### src/rtl/sacl_pkg.sv
package sacl_pkg;
	localparam int MAX_WAYS_D = 8;
	localparam int MAX_SETS_D = 256;
	localparam int ADDR_BITS_D = 32;
	localparam int TAG_W = 32;
	localparam int STAMP_W = 32;
	localparam int CNT_W = 32;
	localparam logic [1:0] OUT_HIT = 2'd0;
	localparam logic [1:0] OUT_CLEAN = 2'd1;
	localparam logic [1:0] OUT_DIRTY = 2'd2;
	localparam logic [1:0] REG_OFFSET = 2'd0;
	localparam logic [1:0] REG_SETS = 2'd1;
	localparam logic [1:0] REG_WAYS = 2'd2;

	typedef struct packed {
		logic           store;
		logic [31:0]    set;
		logic [TAG_W-1:0] tag;
		logic [STAMP_W-1:0] stamp;
	} req_t;

	function automatic logic [CNT_W-1:0] sat_inc(input logic [CNT_W-1:0] c);
		return (c == '1) ? c : c + 1'b1;
	endfunction
endpackage

### src/rtl/sacl_front.sv
module sacl_front #(
	parameter int MAX_SETS = sacl_pkg::MAX_SETS_D,
	parameter int ADDR_BITS = sacl_pkg::ADDR_BITS_D
) (
	input  logic                  clk,
	input  logic                  arst_n,
	input  logic                  in_valid,
	output logic                  in_ready,
	input  logic                  store,
	input  logic [ADDR_BITS-1:0]  address,
	input  logic [31:0]           op_index,
	input  logic [3:0]            offset_bits,
	input  logic [3:0]            set_bits,
	output logic                  q_valid,
	input  logic                  q_ready,
	output sacl_pkg::req_t        q_req
);
	localparam int MSB = $clog2(MAX_SETS + 1) - 1;
	localparam int DEPTH = 2;

	logic [3:0] sb;
	logic [5:0] shift;
	logic [ADDR_BITS-1:0] a_sh, t_sh, smask;
	sacl_pkg::req_t cls;
	sacl_pkg::req_t fifo_q [DEPTH];
	logic [1:0] cnt_q;
	logic wr_ptr_q, rd_ptr_q;

	always_comb begin
		sb = (set_bits > 4'(MSB)) ? 4'(MSB) : set_bits;
		shift = 6'(offset_bits) + 6'(sb);
		a_sh = address >> offset_bits;
		smask = ~({ADDR_BITS{1'b1}} << sb);
		t_sh = (shift < 6'(ADDR_BITS)) ? (address >> shift) : '0;
		cls.store = store;
		cls.set = 32'(a_sh & smask);
		cls.tag = sacl_pkg::TAG_W'(t_sh);
		cls.stamp = op_index;
	end

	assign in_ready = (cnt_q != 2'(DEPTH));
	assign q_valid = (cnt_q != 2'd0);
	assign q_req = fifo_q[rd_ptr_q];

	always_ff @(posedge clk) begin
		if (in_valid && in_ready) begin
			fifo_q[wr_ptr_q] <= cls;
		end
	end

	always_ff @(posedge clk or negedge arst_n) begin
		if (!arst_n) begin
			cnt_q <= '0;
			wr_ptr_q <= 1'b0;
			rd_ptr_q <= 1'b0;
		end else begin
			if (in_valid && in_ready) wr_ptr_q <= ~wr_ptr_q;
			if (q_valid && q_ready) rd_ptr_q <= ~rd_ptr_q;
			cnt_q <= cnt_q + 2'(in_valid && in_ready) - 2'(q_valid && q_ready);
		end
	end
endmodule

### config.mk
export PLATFORM = sky130hd
export DESIGN_NAME = sacl_front
export DESIGN_NICKNAME = d
export VERILOG_FILES = /design/src/rtl/sacl_pkg.sv /design/src/rtl/sacl_front.sv
export SDC_FILE = /design/constraint.sdc
export NUM_CORES = 1
export LEC_CHECK = 0
export ABC_AREA = 0
export BUFFER_PORTS_ARGS = -buffer_cell sky130_fd_sc_hd__buf_2
export CORE_ASPECT_RATIO = 1.25
export CORE_UTILIZATION = 55
export DETAILED_ROUTE_END_ITERATION = 10
export PLACE_DENSITY = 0.8
export SYNTH_ARGS = -nofsm -noshare
export SYNTH_HDL_FRONTEND = slang
export SYNTH_SLANG_ARGS = --single-unit
### constraint.sdc
create_clock -name clk -period 7.3 [get_ports clk]
set_input_delay 0.365 -clock clk [delete_from_list [all_inputs] [get_ports clk]]
set_output_delay 0.365 -clock clk [all_outputs]
set_load 0.01 [all_outputs]
==> results.md <==
- Sw power: between 1000 and 1500 uW
- Area grow syn2layout: 17.1%
- Drt first pass iters: 5
- Final HPWL from detailed placement: 13800 um
- Core footprint: ~16000 sq um
- Initial antenna violation count: 0
- Slowest cell on crit path: o211ai_2
- Switching share of power: 32.0%
- Average size of a mapped cell: about 14 sq um
- Setup TNS Final: 0 ns
- Synth Warn #: 0
- Routed vias: 5767
- Hold Path Origin: op_index[27]
- Xor/xnor share of the synthesized area: ~1%
- DRT iter0 DRCs: ~450
- Wire length per cell: ~19 um
- Max_cap viols: 0
- Synth Area in Simple Gates: 6.11%
- PD cells: about 340 nW/um^2
- GPL Wtd Cong: 0.926
- Final instance area: about 10000 sq um
- Vias per inst: 5.81
- CP peak stage delay: around 0.76 ns
- # rows: between 50 and 60
- All-Layer GR Usage: 23.9%
- Worst-path cell chain: buf_2 -> xnor2_1 -> ha_1 -> or2_2 -> o211ai_2 -> mux4_2 -> mux2i_1 -> nand2_1 -> o221ai_1
- Placed instance area: 9610 sq um
- Status: complete, no violations
- Residual DRC count: 0
- Final setup viols: 0
- First-pass GRT wire length: between 20000 and 30000 um
- Top cells by area, synth: edfxtp_1, mux2_2, mux4_2
- Ant diodes: 0
- Post-synthesis sequential area ratio: 56.2%
- Largest net degree at the start of global routing: between 80 and 90
- I/O pins: roughly 180
- Reg2Reg Setup Slack: 5.25 ns
- Die Ht: 143 um
- FMAX: 320 MHz
- Inserted Clock Buffers: 17
- Worst reg2reg endpoint: fifo_q[0][0]
- Worst r2r path cells: 4
- Detailed Route WL: between 15000 and 20000 um
- Clk_skew: around 0.0083 ns
- H-Tree Depth: 4
- Post-Synthesis Cell Area: a little under 9000 sq um
- Area share of the largest cell type after synthesis: ~55%
- Peak supply drop: around 180 uV
- CTS tree: done
- Reg clk slew, reported paths: 0.06 ns
- Bufs and invs on worst path: 1
- Pleak: roughly 0.004 uW
- Final Power: roughly 3500 uW
- Largest family of logic cells by synthesized area: multiplexers
- Post-synthesis compound-gate area fraction: between 6 and 7%
- Seq pwr share: around two fifths
- WP data arrival: between 3 and 4 ns
- Number of port buffers: between 150 and 200
- Unrepaired setup endpoints after global routing: no
- Vias in the first global route: ~5500
- Final period util: a little over two fifths
- Initial core utilization: between 50% and 60%
- CTS resizes: 0
- Post-CTS setup buffers: 0
- Antenna viol nets, final: 0
- CTS sink cnt: between 150 and 200
- Clk pwr share: 25.1%
- Number of enable flip-flop cells after synthesis: between 150 and 200
- Comb pwr share: between 30% and 40%
- Grt total ovfl: 0
- Setup CP Type: input port to flop
- CP max FO: 30
- Largest delay share family, worst path: compound AO/OA/AOI/OAI gates
- Synth Register Bits: approximately 160
- Max-slew headroom: between 20 and 30%
- Final count of hold timing violations: 0
- WP data required: 7.53 ns
- Root Buffer: clkbuf_16
- Min-Delay Endpoint: fifo_q[1][27]
- Clock Latency Late Sink: a little over 0.4 ns
- Count of mapped cells out of synthesis: between 600 and 700
- Hold path cells: 1
- Worst-Margin Slew: 1.11 ns
- Synth Area in Adders: 0.861%
- Int Pwr: 2390 uW
- Layout cell share with drive strength beyond 1: 41.8%
- Startpoint types: input port
- Die ar.: around 16000 sq um
- Final Max Slew Viols: 0
- Ys flop type: edfxtp_1
- Post-layout nets: between 800 and 900
- Async SR Flop Fraction: 2.44%
- Die W: 115 um
- Yosys cell types: 63
- Critical Path End Type: flop
- Mux contribution to synthesized area: between 20% and 30%
- Leading area contributor after synthesis: edfxtp_1
- Worst-case clock buffer depth: 2
- Min cycle time layout: around 3.1 ns
- Min-delay worst type: input port to flop
- Worst reg2reg startpoint: cnt_q[1]
## placed cells by master (no fill, tap or decap), types with 5 or more instances in the layout
master,count
nand2_1,47
edfxtp_1,160
inv_1,10
a211oi_1,10
inv_6,5
buf_2,158
conb_1,31
mux2i_1,47
and3_1,5
a21oi_1,14
buf_4,5
nor2_1,27
ha_1,6
clkbuf_16,17
mux4_2,24
nor3_1,5
mux2_2,95
nor2b_1,5
o21ai_0,11
o22ai_1,5
## metrics by stage
| stage | setup WS [ns] | hold WS [ns] | util [%] | cells |
|---|---|---|---|---|
| after global placement | 3.87 | 0.168 | 61.7 | 960 |
| after floorplan | 2.78 | 0.0694 | - | 641 |
| after global routing | 3.96 | 0.121 | 65.6 | 992 |
| after detailed placement | 3.79 | 0.178 | 61.7 | 960 |
| after CTS | 4.22 | 0.122 | 65.6 | 992 |
| final | 4.17 | 0.136 | 65.6 | 992 |
## state kept, by name (all words and copies together) (netlist names)
register	flops
cnt_q	2
fifo_q	160
rd_ptr_q	1
wr_ptr_q	1
## repair_timing
action,in CTS,in global routing
endpoints found under the hold margin,4,0
hold buffers,1,0
endpoints found under the setup margin,0,0
## layer usage
layer	track usage (%)	vias up	share of wire, %
li1	-	2647	-
met1	29.0	2831	39
met2	41.9	263	52
met3	4.16	26	6.7
met4	10.4	0	2.3
met5	0	-	0
## cell families after synthesis
kind of cell,count (synthesis)
and+or+nand+nor,113
other,1
DFF,164
AOI/OAI and AO/OA,85
xor gates and xnor gates,7
adders and majority gates,6
muxes,168
buffers and inverters,67
## power groups by stage
stage	clock network (uW)	logic, uW	registers [uW]
final	882	1160	1470
after global routing	928	1250	1510
after CTS	896	1160	1480
after detailed placement	0	1160	1500
after global placement	0	1140	1480
after floorplan	0	850	1400
## how the worst max path moves through the flow
stage	start	end	slack, ns	cells after the start
6_report	offset_bits[1]	fifo_q[1][38]	4.17	9
5_1_grt	offset_bits[1]	fifo_q[1][38]	3.96	9
4_1_cts	offset_bits[1]	fifo_q[1][38]	4.22	9
3_5_place_dp	offset_bits[1]	fifo_q[0][38]	3.79	9
3_3_place_gp	offset_bits[1]	fifo_q[0][38]	3.87	9
2_1_floorplan	cnt_q[1]	fifo_q[0][0]	2.78	3
## Yosys cell counts (all sizes together), types with 10 or more instances
cell type  instances
o21ai             15
inv               11
buf               33
mux2              95
clkbuf            23
a21oi             14
nor2              28
mux2i             47
edfxtp           160
mux4              26
a211oi            10
nand2             47
## final cells by class
class	count	area (sq um)
Clock buffer	17	425
Tap cell	212	265
Clock inverter	14	168
Fill cell	1221	5350
Sequential cell	164	4910
Inverter	11	43.8
Timing Repair Buffer	164	838
Multi-Input combinational cell	410	3570
## worst reg2reg max path: stages (launching register included)
cell	delay, ns
dfrtp_1	0.41
nand2b_1	0.14
nand2_1	0.16
nor2_4	0.10
buf_4	0.80
(Power assumes the default switching activity.)
